### config.mk
export PLATFORM = sky130hd
export DESIGN_NAME = broadcast_operand_address_generator_core
export DESIGN_NICKNAME = d
export VERILOG_FILES = /design/src/rtl/core/bcag_pkg.sv /design/src/rtl/core/bcag_div.sv /design/src/rtl/core/bcag_ctrl.sv /design/src/rtl/core/bcag_dp.sv /design/src/rtl/core/broadcast_operand_address_generator_core.sv
export SDC_FILE = /design/constraint.sdc
export NUM_CORES = 2
export LEC_CHECK = 0
export BUFFER_PORTS_ARGS = -buffer_cell sky130_fd_sc_hd__buf_2
export CORE_UTILIZATION = 60
export CTS_CLUSTER_SIZE = 12
export DETAILED_ROUTE_END_ITERATION = 7
export GPL_ROUTABILITY_DRIVEN = 0
export PLACE_DENSITY_LB_ADDON = 0.1
export SLEW_MARGIN = 20
export SYNTH_ARGS = -nofsm -noshare
export SYNTH_HDL_FRONTEND = slang
export SYNTH_SLANG_ARGS = --single-unit
### constraint.sdc
create_clock -name clk -period 14.2 [get_ports clk]
set_input_delay 4.26 -clock clk [delete_from_list [all_inputs] [get_ports clk]]
set_output_delay 4.26 -clock clk [all_outputs]
set_load 0.02 [all_outputs]
### src/rtl/core/bcag_pkg.sv
// bcag_pkg: shared types, codes and field layout for the broadcast operand
// address generator. No dependencies.
`timescale 1ns / 1ps
`default_nettype none

package bcag_pkg;

	// parameter defaults
	localparam int MAX_AXES_DEF   = 8;
	localparam int DIM_BITS_DEF   = 16;
	localparam int INDEX_BITS_DEF = 32;

	// fixed field widths
	localparam int AXIS_W      = 3;
	localparam int DIM_FIELD_W = 16;
	localparam int STRIDE_W    = 32;
	localparam int LIN_IDX_W   = 32;
	localparam int OFF_W       = 32;
	localparam int RANK_W      = 4;
	localparam int COUNT_W     = 32;

	// slave tdata layout
	localparam int AXIS_LSB     = 0;
	localparam int OUT_DIM_LSB  = AXIS_LSB + AXIS_W;
	localparam int A_DIM_LSB    = OUT_DIM_LSB + DIM_FIELD_W;
	localparam int A_STRIDE_LSB = A_DIM_LSB + DIM_FIELD_W;
	localparam int B_DIM_LSB    = A_STRIDE_LSB + STRIDE_W;
	localparam int B_STRIDE_LSB = B_DIM_LSB + DIM_FIELD_W;
	localparam int LIN_IDX_LSB  = B_STRIDE_LSB + STRIDE_W;
	localparam int S_FIELDS_W   = LIN_IDX_LSB + LIN_IDX_W;
	localparam int S_TDATA_W    = ((S_FIELDS_W + 7) / 8) * 8;

	// master tdata layout
	localparam int M_TDATA_W = 3 * OFF_W;

	// configuration port
	localparam int CFG_IDX_W  = 2;
	localparam int CFG_DATA_W = 32;

	typedef enum logic [CFG_IDX_W-1:0] {
		CFG_OUT_RANK      = 2'd0,
		CFG_A_RANK        = 2'd1,
		CFG_B_RANK        = 2'd2,
		CFG_ELEMENT_COUNT = 2'd3
	} cfg_reg_t;

	typedef enum logic {
		ACT_LOAD    = 1'b0,
		ACT_COMPUTE = 1'b1
	} action_t;

	typedef enum logic [2:0] {
		ST_IDLE,
		ST_CHECK,
		ST_LOAD,
		ST_DIV,
		ST_MUL,
		ST_ACC,
		ST_OUT
	} state_t;

	typedef struct packed {
		logic tab_wr;
		logic start;
		logic div_load;
		logic div_step;
		logic mul;
		logic acc;
		logic out_load;
	} cmd_t;

	typedef struct packed {
		logic in_range;
		logic rank_zero;
		logic last_round;
		logic out_free;
	} sts_t;

endpackage

`default_nettype wire

### src/rtl/core/bcag_div.sv
// bcag_div: restoring divider, one quotient bit per step.
// Divisor zero gives quotient zero and remainder equal to the dividend.
`timescale 1ns / 1ps
`default_nettype none

module bcag_div #(
	parameter int NUM_W = 32,
	parameter int DEN_W = 16
) (
	input  wire logic             clk,
	input  wire logic             load,
	input  wire logic             step,
	input  wire logic [NUM_W-1:0] num,
	input  wire logic [DEN_W-1:0] den,
	output logic      [NUM_W-1:0] quo,
	output logic      [NUM_W-1:0] rem
);

	localparam int CW = ((NUM_W > DEN_W) ? NUM_W : DEN_W) + 1;

	logic [NUM_W-1:0] quo_q;
	logic [NUM_W-1:0] rem_q;
	logic [DEN_W-1:0] den_q;
	logic [NUM_W:0]   trial;
	logic [CW-1:0]    trial_x;
	logic [CW-1:0]    den_x;
	logic [CW-1:0]    diff;
	logic             fits;

	assign trial   = {rem_q, quo_q[NUM_W-1]};
	assign trial_x = CW'(trial);
	assign den_x   = CW'(den_q);
	assign fits    = trial_x >= den_x;
	assign diff    = trial_x - den_x;

	always_ff @(posedge clk) begin
		if (load) begin
			quo_q <= num;
			rem_q <= '0;
			den_q <= den;
		end else if (step) begin
			rem_q <= fits ? diff[NUM_W-1:0] : trial[NUM_W-1:0];
			quo_q <= {quo_q[NUM_W-2:0], fits};
		end
	end

	assign quo = (den_q == '0) ? '0 : quo_q;
	assign rem = rem_q;

endmodule

`default_nettype wire

### src/rtl/core/bcag_ctrl.sv
// bcag_ctrl: sequencer for load and compute transactions.
// Depends on bcag_pkg; drives the datapath through cmd_t, reads sts_t.
`timescale 1ns / 1ps
`default_nettype none

module bcag_ctrl import bcag_pkg::*; #(
	parameter int INDEX_BITS = INDEX_BITS_DEF
) (
	input  wire logic clk,
	input  wire logic arst_n,
	input  wire logic s_tvalid,
	input  wire logic s_tuser,
	output logic      s_tready,
	input  wire sts_t sts,
	output cmd_t      cmd
);

	localparam int SW = $clog2(INDEX_BITS);

	state_t        state_q;
	state_t        state_d;
	logic [SW-1:0] cnt_q;
	logic          cnt_last;

	assign cnt_last = cnt_q == SW'(INDEX_BITS - 1);

	always_ff @(posedge clk or negedge arst_n) begin
		if (!arst_n) begin
			state_q <= ST_IDLE;
			cnt_q   <= '0;
		end else begin
			state_q <= state_d;
			if (cmd.div_load)
				cnt_q <= '0;
			else if (cmd.div_step)
				cnt_q <= cnt_q + 1'b1;
		end
	end

	always_comb begin
		state_d  = state_q;
		cmd      = '0;
		s_tready = 1'b0;
		case (state_q)
			ST_IDLE: begin
				s_tready = 1'b1;
				if (s_tvalid) begin
					if (action_t'(s_tuser) == ACT_COMPUTE) begin
						cmd.start = 1'b1;
						state_d   = ST_CHECK;
					end else begin
						cmd.tab_wr = 1'b1;
					end
				end
			end
			ST_CHECK: begin
				if (!sts.in_range || sts.rank_zero)
					state_d = ST_OUT;
				else
					state_d = ST_LOAD;
			end
			ST_LOAD: begin
				cmd.div_load = 1'b1;
				state_d      = ST_DIV;
			end
			ST_DIV: begin
				cmd.div_step = 1'b1;
				if (cnt_last)
					state_d = ST_MUL;
			end
			ST_MUL: begin
				cmd.mul = 1'b1;
				state_d = ST_ACC;
			end
			ST_ACC: begin
				cmd.acc = 1'b1;
				state_d = sts.last_round ? ST_OUT : ST_LOAD;
			end
			ST_OUT: begin
				if (sts.out_free) begin
					cmd.out_load = 1'b1;
					state_d      = ST_IDLE;
				end
			end
			default: state_d = ST_IDLE;
		endcase
	end

endmodule

`default_nettype wire

### src/rtl/core/bcag_dp.sv
// bcag_dp: config registers, axis tables, three dividers, two multipliers,
// offset accumulators and the output register. Depends on bcag_pkg, bcag_div.
`timescale 1ns / 1ps
`default_nettype none

module bcag_dp import bcag_pkg::*; #(
	parameter int MAX_AXES   = MAX_AXES_DEF,
	parameter int DIM_BITS   = DIM_BITS_DEF,
	parameter int INDEX_BITS = INDEX_BITS_DEF
) (
	input  wire logic                  clk,
	input  wire logic                  arst_n,
	input  wire logic                  cfg_we,
	input  wire logic [CFG_IDX_W-1:0]  cfg_index,
	input  wire logic [CFG_DATA_W-1:0] cfg_data,
	input  wire logic [S_TDATA_W-1:0]  s_tdata,
	input  wire cmd_t                  cmd,
	output sts_t                       sts,
	output logic                       m_tvalid,
	input  wire logic                  m_tready,
	output logic [M_TDATA_W-1:0]       m_tdata,
	output logic                       m_tuser
);

	localparam int AXW  = (MAX_AXES > 1) ? $clog2(MAX_AXES) : 1;
	localparam int RW   = ($clog2(MAX_AXES + 1) > 4) ? $clog2(MAX_AXES + 1) + 1 : 5;
	localparam int CMPW = (INDEX_BITS > COUNT_W) ? INDEX_BITS : COUNT_W;

	// configuration
	logic [RANK_W-1:0]  out_rank_q;
	logic [RANK_W-1:0]  a_rank_q;
	logic [RANK_W-1:0]  b_rank_q;
	logic [COUNT_W-1:0] element_count_q;

	// axis tables, contents undefined until loaded
	logic [DIM_BITS-1:0] out_dim_tab_q  [MAX_AXES];
	logic [DIM_BITS-1:0] a_dim_tab_q    [MAX_AXES];
	logic [STRIDE_W-1:0] a_stride_tab_q [MAX_AXES];
	logic [DIM_BITS-1:0] b_dim_tab_q    [MAX_AXES];
	logic [STRIDE_W-1:0] b_stride_tab_q [MAX_AXES];

	logic [AXIS_W-1:0]     axis_in;
	logic [INDEX_BITS-1:0] idx_in;

	logic [INDEX_BITS-1:0] idx_q;
	logic [INDEX_BITS-1:0] rest_q;
	logic [INDEX_BITS-1:0] coord_q;
	logic [RW-1:0]         rnd_q;
	logic                  in_range_q;
	logic [OFF_W-1:0]      prod_a_q;
	logic [OFF_W-1:0]      prod_b_q;
	logic [OFF_W-1:0]      acc_a_q;
	logic [OFF_W-1:0]      acc_b_q;
	logic                  m_tvalid_q;
	logic [M_TDATA_W-1:0]  m_tdata_q;
	logic                  m_tuser_q;

	logic [RW-1:0]  rank;
	logic [RW-1:0]  ra;
	logic [RW-1:0]  rb;
	logic [RW-1:0]  main_ax;
	logic [RW-1:0]  mod_ax;
	logic [AXW-1:0] main_sel;
	logic [AXW-1:0] mod_sel;
	logic           mod_on;
	logic           a_en;
	logic           b_en;

	logic [INDEX_BITS-1:0] main_quo;
	logic [INDEX_BITS-1:0] main_rem;
	logic [INDEX_BITS-1:0] a_rem;
	logic [INDEX_BITS-1:0] b_rem;

	assign axis_in = s_tdata[AXIS_LSB +: AXIS_W];
	assign idx_in  = INDEX_BITS'(s_tdata[LIN_IDX_LSB +: LIN_IDX_W]);

	always_comb begin
		rank = (RW'(out_rank_q) > RW'(MAX_AXES)) ? RW'(MAX_AXES) : RW'(out_rank_q);
		ra   = (RW'(a_rank_q) > rank) ? rank : RW'(a_rank_q);
		rb   = (RW'(b_rank_q) > rank) ? rank : RW'(b_rank_q);
	end

	// round r divides on axis rank-1-r and folds the coordinate of axis rank-r
	assign main_ax  = rank - rnd_q - 1'b1;
	assign mod_ax   = rank - rnd_q;
	assign main_sel = main_ax[AXW-1:0];
	assign mod_sel  = mod_ax[AXW-1:0];
	assign mod_on   = rnd_q != '0;
	assign a_en     = mod_on && (mod_ax >= rank - ra);
	assign b_en     = mod_on && (mod_ax >= rank - rb);

	always_ff @(posedge clk or negedge arst_n) begin
		if (!arst_n) begin
			out_rank_q      <= RANK_W'(1);
			a_rank_q        <= RANK_W'(1);
			b_rank_q        <= RANK_W'(1);
			element_count_q <= '0;
		end else if (cfg_we) begin
			case (cfg_reg_t'(cfg_index))
				CFG_OUT_RANK:      out_rank_q      <= cfg_data[RANK_W-1:0];
				CFG_A_RANK:        a_rank_q        <= cfg_data[RANK_W-1:0];
				CFG_B_RANK:        b_rank_q        <= cfg_data[RANK_W-1:0];
				CFG_ELEMENT_COUNT: element_count_q <= cfg_data[COUNT_W-1:0];
				default: ;
			endcase
		end
	end

	always_ff @(posedge clk) begin
		if (cmd.tab_wr && (int'(axis_in) < MAX_AXES)) begin
			out_dim_tab_q[AXW'(axis_in)]  <= DIM_BITS'(s_tdata[OUT_DIM_LSB +: DIM_FIELD_W]);
			a_dim_tab_q[AXW'(axis_in)]    <= DIM_BITS'(s_tdata[A_DIM_LSB +: DIM_FIELD_W]);
			a_stride_tab_q[AXW'(axis_in)] <= s_tdata[A_STRIDE_LSB +: STRIDE_W];
			b_dim_tab_q[AXW'(axis_in)]    <= DIM_BITS'(s_tdata[B_DIM_LSB +: DIM_FIELD_W]);
			b_stride_tab_q[AXW'(axis_in)] <= s_tdata[B_STRIDE_LSB +: STRIDE_W];
		end
	end

	bcag_div #(.NUM_W(INDEX_BITS), .DEN_W(DIM_BITS)) u_div_main (
		.clk  (clk),
		.load (cmd.div_load),
		.step (cmd.div_step),
		.num  (rest_q),
		.den  (out_dim_tab_q[main_sel]),
		.quo  (main_quo),
		.rem  (main_rem)
	);

	bcag_div #(.NUM_W(INDEX_BITS), .DEN_W(DIM_BITS)) u_div_a (
		.clk  (clk),
		.load (cmd.div_load),
		.step (cmd.div_step),
		.num  (coord_q),
		.den  (a_dim_tab_q[mod_sel]),
		.quo  (),
		.rem  (a_rem)
	);

	bcag_div #(.NUM_W(INDEX_BITS), .DEN_W(DIM_BITS)) u_div_b (
		.clk  (clk),
		.load (cmd.div_load),
		.step (cmd.div_step),
		.num  (coord_q),
		.den  (b_dim_tab_q[mod_sel]),
		.quo  (),
		.rem  (b_rem)
	);

	always_ff @(posedge clk or negedge arst_n) begin
		if (!arst_n) begin
			rnd_q      <= '0;
			in_range_q <= 1'b0;
		end else if (cmd.start) begin
			rnd_q      <= '0;
			in_range_q <= CMPW'(idx_in) < CMPW'(element_count_q);
		end else if (cmd.acc) begin
			rnd_q <= rnd_q + 1'b1;
		end
	end

	always_ff @(posedge clk) begin
		if (cmd.start) begin
			idx_q   <= idx_in;
			rest_q  <= idx_in;
			acc_a_q <= '0;
			acc_b_q <= '0;
		end
		if (cmd.mul) begin
			prod_a_q <= a_en ? OFF_W'(a_rem) * a_stride_tab_q[mod_sel] : '0;
			prod_b_q <= b_en ? OFF_W'(b_rem) * b_stride_tab_q[mod_sel] : '0;
		end
		if (cmd.acc) begin
			acc_a_q <= acc_a_q + prod_a_q;
			acc_b_q <= acc_b_q + prod_b_q;
			coord_q <= main_rem;
			rest_q  <= main_quo;
		end
		if (cmd.out_load) begin
			m_tdata_q <= {OFF_W'(idx_q), acc_b_q, acc_a_q};
			m_tuser_q <= in_range_q;
		end
	end

	always_ff @(posedge clk or negedge arst_n) begin
		if (!arst_n)
			m_tvalid_q <= 1'b0;
		else if (cmd.out_load)
			m_tvalid_q <= 1'b1;
		else if (m_tready)
			m_tvalid_q <= 1'b0;
	end

	assign sts.in_range   = in_range_q;
	assign sts.rank_zero  = rank == '0;
	assign sts.last_round = rnd_q == rank;
	assign sts.out_free   = !m_tvalid_q || m_tready;

	assign m_tvalid = m_tvalid_q;
	assign m_tdata  = m_tdata_q;
	assign m_tuser  = m_tuser_q;

	a_rnd_bound: assert property (@(posedge clk) disable iff (!arst_n)
		cmd.acc |-> rnd_q <= rank)
		else $error("round count beyond rank");

	a_out_free: assert property (@(posedge clk) disable iff (!arst_n)
		cmd.out_load |-> (!m_tvalid_q || m_tready))
		else $error("output register overwritten");

	a_oor_zero: assert property (@(posedge clk) disable iff (!arst_n)
		(cmd.out_load && !in_range_q) |=> (m_tdata[2*OFF_W-1:0] == '0 && !m_tuser))
		else $error("out of range result carries offsets");

	a_no_overlap: assert property (@(posedge clk) disable iff (!arst_n)
		cmd.start |-> !(cmd.acc || cmd.mul || cmd.out_load || cmd.tab_wr))
		else $error("compute start overlaps other work");

endmodule

`default_nettype wire

### src/rtl/core/broadcast_operand_address_generator_core.sv
// broadcast_operand_address_generator_core: top level, joins bcag_ctrl and
// bcag_dp. Depends on bcag_pkg, bcag_ctrl, bcag_dp, bcag_div.
//
// channel  direction  signals                       payload
// s_       in         s_tvalid/s_tready             s_tdata, s_tuser (action)
// m_       out        m_tvalid/m_tready             m_tdata, m_tuser (in_range)
// cfg_     in         cfg_we                        cfg_index, cfg_data
//
// A load transaction gives no result.
// A compute transaction passes CHECK, then rank + 1 axis rounds of LOAD, bit-serial
// divide (DIV), MUL and ACC (rank = effective out_rank), then OUT before m_tvalid;
// out-of-range or rank-zero transactions go from CHECK straight to OUT.
// Reset clears config registers and control; axis tables stay undefined until loaded.
// A held result in the output register does not stop the next transaction being taken.
`timescale 1ns / 1ps
`default_nettype none

module broadcast_operand_address_generator_core import bcag_pkg::*; #(
	parameter int MAX_AXES   = MAX_AXES_DEF,
	parameter int DIM_BITS   = DIM_BITS_DEF,
	parameter int INDEX_BITS = INDEX_BITS_DEF
) (
	input  wire logic                  clk,
	input  wire logic                  arst_n,
	input  wire logic                  cfg_we,
	input  wire logic [CFG_IDX_W-1:0]  cfg_index,
	input  wire logic [CFG_DATA_W-1:0] cfg_data,
	input  wire logic                  s_tvalid,
	output logic                       s_tready,
	// axis, out_dim, a_dim, a_stride, b_dim, b_stride, linear_index, zero pad
	input  wire logic [S_TDATA_W-1:0]  s_tdata,
	// action
	input  wire logic                  s_tuser,
	output logic                       m_tvalid,
	input  wire logic                  m_tready,
	// a_offset, b_offset, out_index
	output logic [M_TDATA_W-1:0]       m_tdata,
	// in_range
	output logic                       m_tuser
);

	cmd_t cmd;
	sts_t sts;

	bcag_ctrl #(.INDEX_BITS(INDEX_BITS)) u_ctrl (
		.clk      (clk),
		.arst_n   (arst_n),
		.s_tvalid (s_tvalid),
		.s_tuser  (s_tuser),
		.s_tready (s_tready),
		.sts      (sts),
		.cmd      (cmd)
	);

	bcag_dp #(
		.MAX_AXES   (MAX_AXES),
		.DIM_BITS   (DIM_BITS),
		.INDEX_BITS (INDEX_BITS)
	) u_dp (
		.clk       (clk),
		.arst_n    (arst_n),
		.cfg_we    (cfg_we),
		.cfg_index (cfg_index),
		.cfg_data  (cfg_data),
		.s_tdata   (s_tdata),
		.cmd       (cmd),
		.sts       (sts),
		.m_tvalid  (m_tvalid),
		.m_tready  (m_tready),
		.m_tdata   (m_tdata),
		.m_tuser   (m_tuser)
	);

endmodule

`default_nettype wire
# Word level (Yosys, flattened, before mapping)
# Memories as Yosys holds them, arrays and structs flattened. A register that Yosys moved wholly into a read port is not among the register bits.
# Index checks and enable logic that the tools add are counted.
# op_classes
addsub,11
multipliers,2
div,0
order_cmp,9
n_eq_ne,15
n_shift,0
n_mux,44
bitwise_logic,0
reduce_logical,19
# ops
operator,n
$mux W32,15
$ge A33 B16 Y1,3
$sub A32 B16 Y32,3
$add A32 B32 Y32,2
$mul A32 B32 Y32,2
$lt A32 B32 Y1,1
$mux W5,6
$pmux W3 S7,1
$mux W3,6
$logic_not A16 Y1,1
$mux W1,13
$add A5 B1 Y5 const B,2
$ge A5 B5 Y1,2
$gt A4 B5 Y1,2
$sub A5 B5 Y5,2
$eq A3 B3 Y1 const B,3
$reduce_and A2 Y1,4
$eq A3 B2 Y1 const B,2
$ne A2 B2 Y1 const B,3
$reduce_bool A2 Y1,3
$eq A5 B5 Y1,1
$eq A5 B5 Y1 const B,1
$logic_not A5 Y1,1
$reduce_bool A5 Y1,1
15 further kinds,20
# totals
reg_bits,572
latch_bits,0
ram_bits,896
rom_bits,0
input_bits,192
output_inout_bits,99
wordCells,129
memories,5
# memory_table
memory,words,word_bits,read_ports,rd_ports_with_merged_regs,write_ports,line,rtl
u_dp.a_stride_tab_q,8,32,1,0,1,bcag_dp.sv:38,logic [STRIDE_W-1:0] a_stride_tab_q [MAX_AXES];
u_dp.b_stride_tab_q,8,32,1,0,1,bcag_dp.sv:40,logic [STRIDE_W-1:0] b_stride_tab_q [MAX_AXES];
u_dp.a_dim_tab_q,8,16,1,1,1,bcag_dp.sv:37,logic [DIM_BITS-1:0] a_dim_tab_q [MAX_AXES];
u_dp.b_dim_tab_q,8,16,1,1,1,bcag_dp.sv:39,logic [DIM_BITS-1:0] b_dim_tab_q [MAX_AXES];
u_dp.out_dim_tab_q,8,16,1,1,1,bcag_dp.sv:36,logic [DIM_BITS-1:0] out_dim_tab_q [MAX_AXES];

# Logic depth before layout (Yosys ltp)
# logic_depth
depth_word,7
ltp_mapped,41
ltp_nobuf,36

# Hierarchy
# A second synthesis with hierarchy kept.
# unflattened
hier_cells,7386
area_unflattened_um2,97004.3
# by_module_without_submodules
mod,instances,cells_per_inst,area_per_inst_um2,seq_area_each_um2
bcag_dp,1,6016,82922.0,37825.0
bcag_div,3,438,4533.1,2082.0
bcag_ctrl,1,56,483.0,200.2

# Worst setup path after synthesis
# No wires, ideal clock.
# synth_path
path_kind,in2reg
start,input s_tvalid
end,memory u_dp.a_dim_tab_q[0][0] (netlist name) (enable)
arrival_ps,12271
required_time_ps,13478
slack_ps,1207
stages,3
path_buffers,0
cell_sequence,nand2_1 > or3_1 > nor3_1
# synth_via
elab_chain_len,4
# synth_rtl
element,line,rtl
"start, declared",broadcast_operand_address_generator_core.sv:28,"input wire logic s_tvalid,"
$mux W2,bcag_ctrl.sv:47,if (s_tvalid) begin
$mux W2,bcag_ctrl.sv:44,case (state_q)
$mux W1,bcag_dp.sv:110,if (cmd.tab_wr && (int'(axis_in) < MAX_AXES)) begin
$mux W1 (implied by the code),bcag_dp.sv:112,a_dim_tab_q[AXW'(axis_in)] <= DIM_BITS'(s_tdata[A_DIM_LSB +: DIM_FIELD_W]);
"end, declared",bcag_dp.sv:37,
# No other way between the ends.

# Worst setup path in the final report
# layout_path
start,register u_dp.out_rank_q[3]
end,"register u_dp.prod_b_q[31], data pin"
# layout_via
elab_chain_len,7
# layout_rtl
element,line,rtl
"start, declared",bcag_dp.sv:30,logic [RANK_W-1:0] out_rank_q;
"start signal, assigned",bcag_dp.sv:100,CFG_OUT_RANK: out_rank_q <= cfg_data[RANK_W-1:0];
$gt A4 B4 Y1,bcag_dp.sv:78,rank = (RW'(out_rank_q) > RW'(MAX_AXES)) ? RW'(MAX_AXES) : RW'(out_rank_q);
$mux W4 (*),bcag_dp.sv:78,
"parallel branches: the longest is 5 deep, another holds $mem_v2 Z8 W32",n/a,
"end signal, assigned",bcag_dp.sv:170,prod_b_q <= b_en ? OFF_W'(b_rem) * b_stride_tab_q[mod_sel] : '0;
"end, declared",bcag_dp.sv:51,logic [OFF_W-1:0] prod_b_q;
# Mark *: on every way between the ends.
# A chain may end at the register's enable or synchronous reset.

==> metrics.md <==
| Metric | Value |
|---|---|
| Status | complete, no violations |
| Area growth from synthesis to layout | 8.98% |
| Post-synth EDFFs | 1361 |
| Finished Core Util | 66.1% |
| Endpoints failing setup | 0 |
| Max-slew violation count | 0 |
| WP buf/inv | 7 |
| Clock-pin slew on the worst setup and hold paths | approximately 0.060 ns |
| #FFs+latches synth | 1516 |
| Top Family by Delay on Critical Path | adder cells |
| Overflow after GRT | 0 |
| Crit Path Max Fanout | 86 |
| Period utilisation layout | 79.6% |
| Htree depth | 4 |
| Commonest non-fill, non-tap cell in the layout | edfxtp_1 |
| Leading area contributor after synthesis | edfxtp_1 |
| Setup TNS Final | 0 ns |
| Routed vias | about 57k |
| Vias in the first global route | roughly 59k |
| Fillcell total | 11.5k |
| Die W | roughly 400 um |
| Final min period | around 11 ns |
| Average size of a mapped cell | ~13 um2 |
| Clk buf depth | 3 |
| Core box area | 157000 um2 |
| Syn. warnings | 0 |
| Clock Skews | roughly 0.061 ns |
| WP data arrival | between 10 and 15 ns |
| Sink Count | between 1.5k and 2k |
| Final hold vios | 0 |
| Worst skew pair latency | about 0.82 ns |
| Chip Height | 400 um |
| IO Port Bufs | ~290 |
| Drt first pass iters | 6 |
| Post-Syn Area | 94900 um2 |
| Detailed placement HPWL | 146000 um |
| TritonCTS clock tree | done |
| Area contributors post-synth | edfxtp_1, fa_1, ha_1, mux4_2, inv_1 |
| HP Class | reg2reg |
| DRC viols | 0 |
| Cell Rows | about 150 |
| CP max stage cell | fa_4 |
| Detailed Route WL | approximately 210000 um |
| Via density | 5.77 |
| Layout cells sized above 1 | 12.9% |
| Critical path's largest stage delay | 1.02 ns |
| Post-detailed-route wirelength per cell | ~22 um |
| Pin count of the biggest net entering global routing | 113 |
| Post-Syn Instances | between 7k and 8k |
| # Post-CTS Setup Buffers | 0 |
| Iter 0 DRT Violations | between 4k and 5k |
| Resize count post-CTS | 0 |
| Commonest cells after routing, fill and taps aside | edfxtp_1, inv_1, fa_1 |
| Highest clock rate | approximately 88 MHz |
| Cts bufs inserted | roughly 160 |
| Yosys cell types | between 80 and 90 |
| First-pass GRT wire length | between 300000 and 400000 um |
| FFs w/ async S/R, synth | under 10% |
| Worst Tran Pin Value | about 1.2 ns |
| Initial antenna violation count | 39 |
| Crit Path Category | reg2reg |
| Nets | 9086 |
| CTS Hold Bufs | 0 |
| HP Start | u_dp.idx_q[18]$_DFFE_PP_ |
| Clk root buf | clkbuf_16 |
| Dominant synthesized flop cell | edfxtp_1 |
| CP startpoint kind | register |
| Initial Util | around three fifths |
| Worst r2r src | u_dp.out_rank_q[3]$_DFFE_PN0P_ |
| Register area share after synthesis | between 40% and 50% |
| # IOs | around 290 |
| All-Layer GR Usage | 27.6% |
| Die Area | between 150000 and 200000 um2 |
| Slew margin rel. | a little under a quarter |
| Unrepaired setup endpoints after global routing | false |
| Post-synthesis net count | ~8.9k |
| Critical path required time | around 15 ns |
| Max Cap Viol | 0 |
| Crit. Startpoint | u_dp.out_rank_q[3]$_DFFE_PN0P_ |
| Worst Setup End Kind | register |
| Post-synth top area share | a little over two fifths |
| Final antenna-violating net count | 0 |
==> layout make-up <==
type / instances / area (um2) / area share, %
Multi-Input combinational cell: 4648 / 45900 / 44.4
Sequential cell: 1516 / 44300 / 42.8
Inverter: 941 / 3540 / 3.42
Tap cell: 2058 / 2570 / 2.49
Clock buffer: 202 / 4150 / 4.01
Clock inverter: 47 / 683 / 0.661
Antenna cell: 13 / 32.5 / 0.0315
Timing Repair Buffer: 384 / 2270 / 2.20
==> final timing paths <==
kind | endpoint | cells past startpoint | slack (ns)
setup reg to reg | u_dp.prod_b_q[31]$_SDFFCE_PN0P_ | 32 | 2.90
max in group asynchronous | u_dp.element_count_q[25]$_DFFE_PN0P_ | 2 | 9.97
min in group asynchronous | u_dp.a_rank_q[1]$_DFFE_PN0P_ | 2 | 3.64
setup / recovery | u_dp.prod_b_q[31]$_SDFFCE_PN0P_ | 32 | 2.90
hold reg to reg | u_dp.m_tdata[82]$_DFFE_PP_ | 0 | 0.39
hold / removal | u_dp.m_tdata[82]$_DFFE_PP_ | 0 | 0.39
==> worst register-to-register path, delay by kind of cell, from the launching register on <==
family | cells | cell delay (ns)
compound gates | 6 | 2.39
xor+xnor | 1 | 0.40
fa+ha+maj | 11 | 4.94
buf+inv | 7 | 0.89
flops | 1 | 0.53
mux | 2 | 1.03
simple gates | 5 | 0.83
==> layer usage <==
metal	routed length (um)	vias to the layer above	track usage, %
met5	258	-	0
met4	5460	42	7.61
met3	15200	370	5.39
met2	101000	1704	44.4
met1	91800	29000	38.7
li1	-	25500	-
==> Yosys cell counts (7+ instances only) <==
library cell,instances
a211o_1,7
a211oi_1,8
a21boi_0,13
a21o_1,82
a21oi_1,163
a22o_1,36
a31o_2,10
a31oi_1,13
and2_1,300
and2b_1,20
and3_1,19
buf_1,20
buf_2,19
buf_6,13
clkbuf_1,264
dfrtp_1,56
dfxtp_1,96
edfxtp_1,1361
fa_1,824
ha_1,423
inv_1,936
mux2_2,133
mux2i_1,63
mux4_2,221
nand2_1,801
nand2b_1,137
nand3_1,59
nand3b_1,11
nand4_1,20
nand4b_1,7
nor2_1,311
nor2b_1,261
nor3_1,43
nor3b_1,8
nor4_1,20
o211ai_1,11
o21a_1,21
o21ai_0,166
o21ai_1,7
o21bai_1,17
o31ai_1,13
or3_1,12
xnor2_1,199
xor2_1,99
==> kinds of logic after synthesis <==
kind of cell	after synthesis	synth area share, %
AO/OA/AOI/OAI	623	4.20
XOR/XNOR	300	2.78
adder cells (fa/ha/maj)	1247	23.0
buffers and inverters	1265	5.19
flip-flops	1516	46.6
multiplexers	422	7.60
AND/OR/NAND/NOR	2056	10.6
==> state kept, by name, summed over array words and instances (netlist names), 96 cells and up <==
register             count
u_dp.m_tdata            96
u_dp.out_dim_tab_q     128
u_dp.a_dim_tab_q       128
u_dp.b_stride_tab_q    256
u_dp.a_stride_tab_q    256
u_dp.b_dim_tab_q       128
==> stage by stage <==
step                instance area (um2)  worst slack, ns  instances  hold slack (ns)
floorplan                         94900             1.21       7429            0.400
global placement                  98500             3.12       9547            0.401
detailed placement                98500             3.06       9547            0.405
CTS                              103000             3.00       9796            0.394
global route                     103000             2.47       9797            0.406
finish                           103000             2.90       9809            0.394
Power is not shown: default switching activity piles up to over one toggle a cycle in this logic, so the estimate is an artifact.
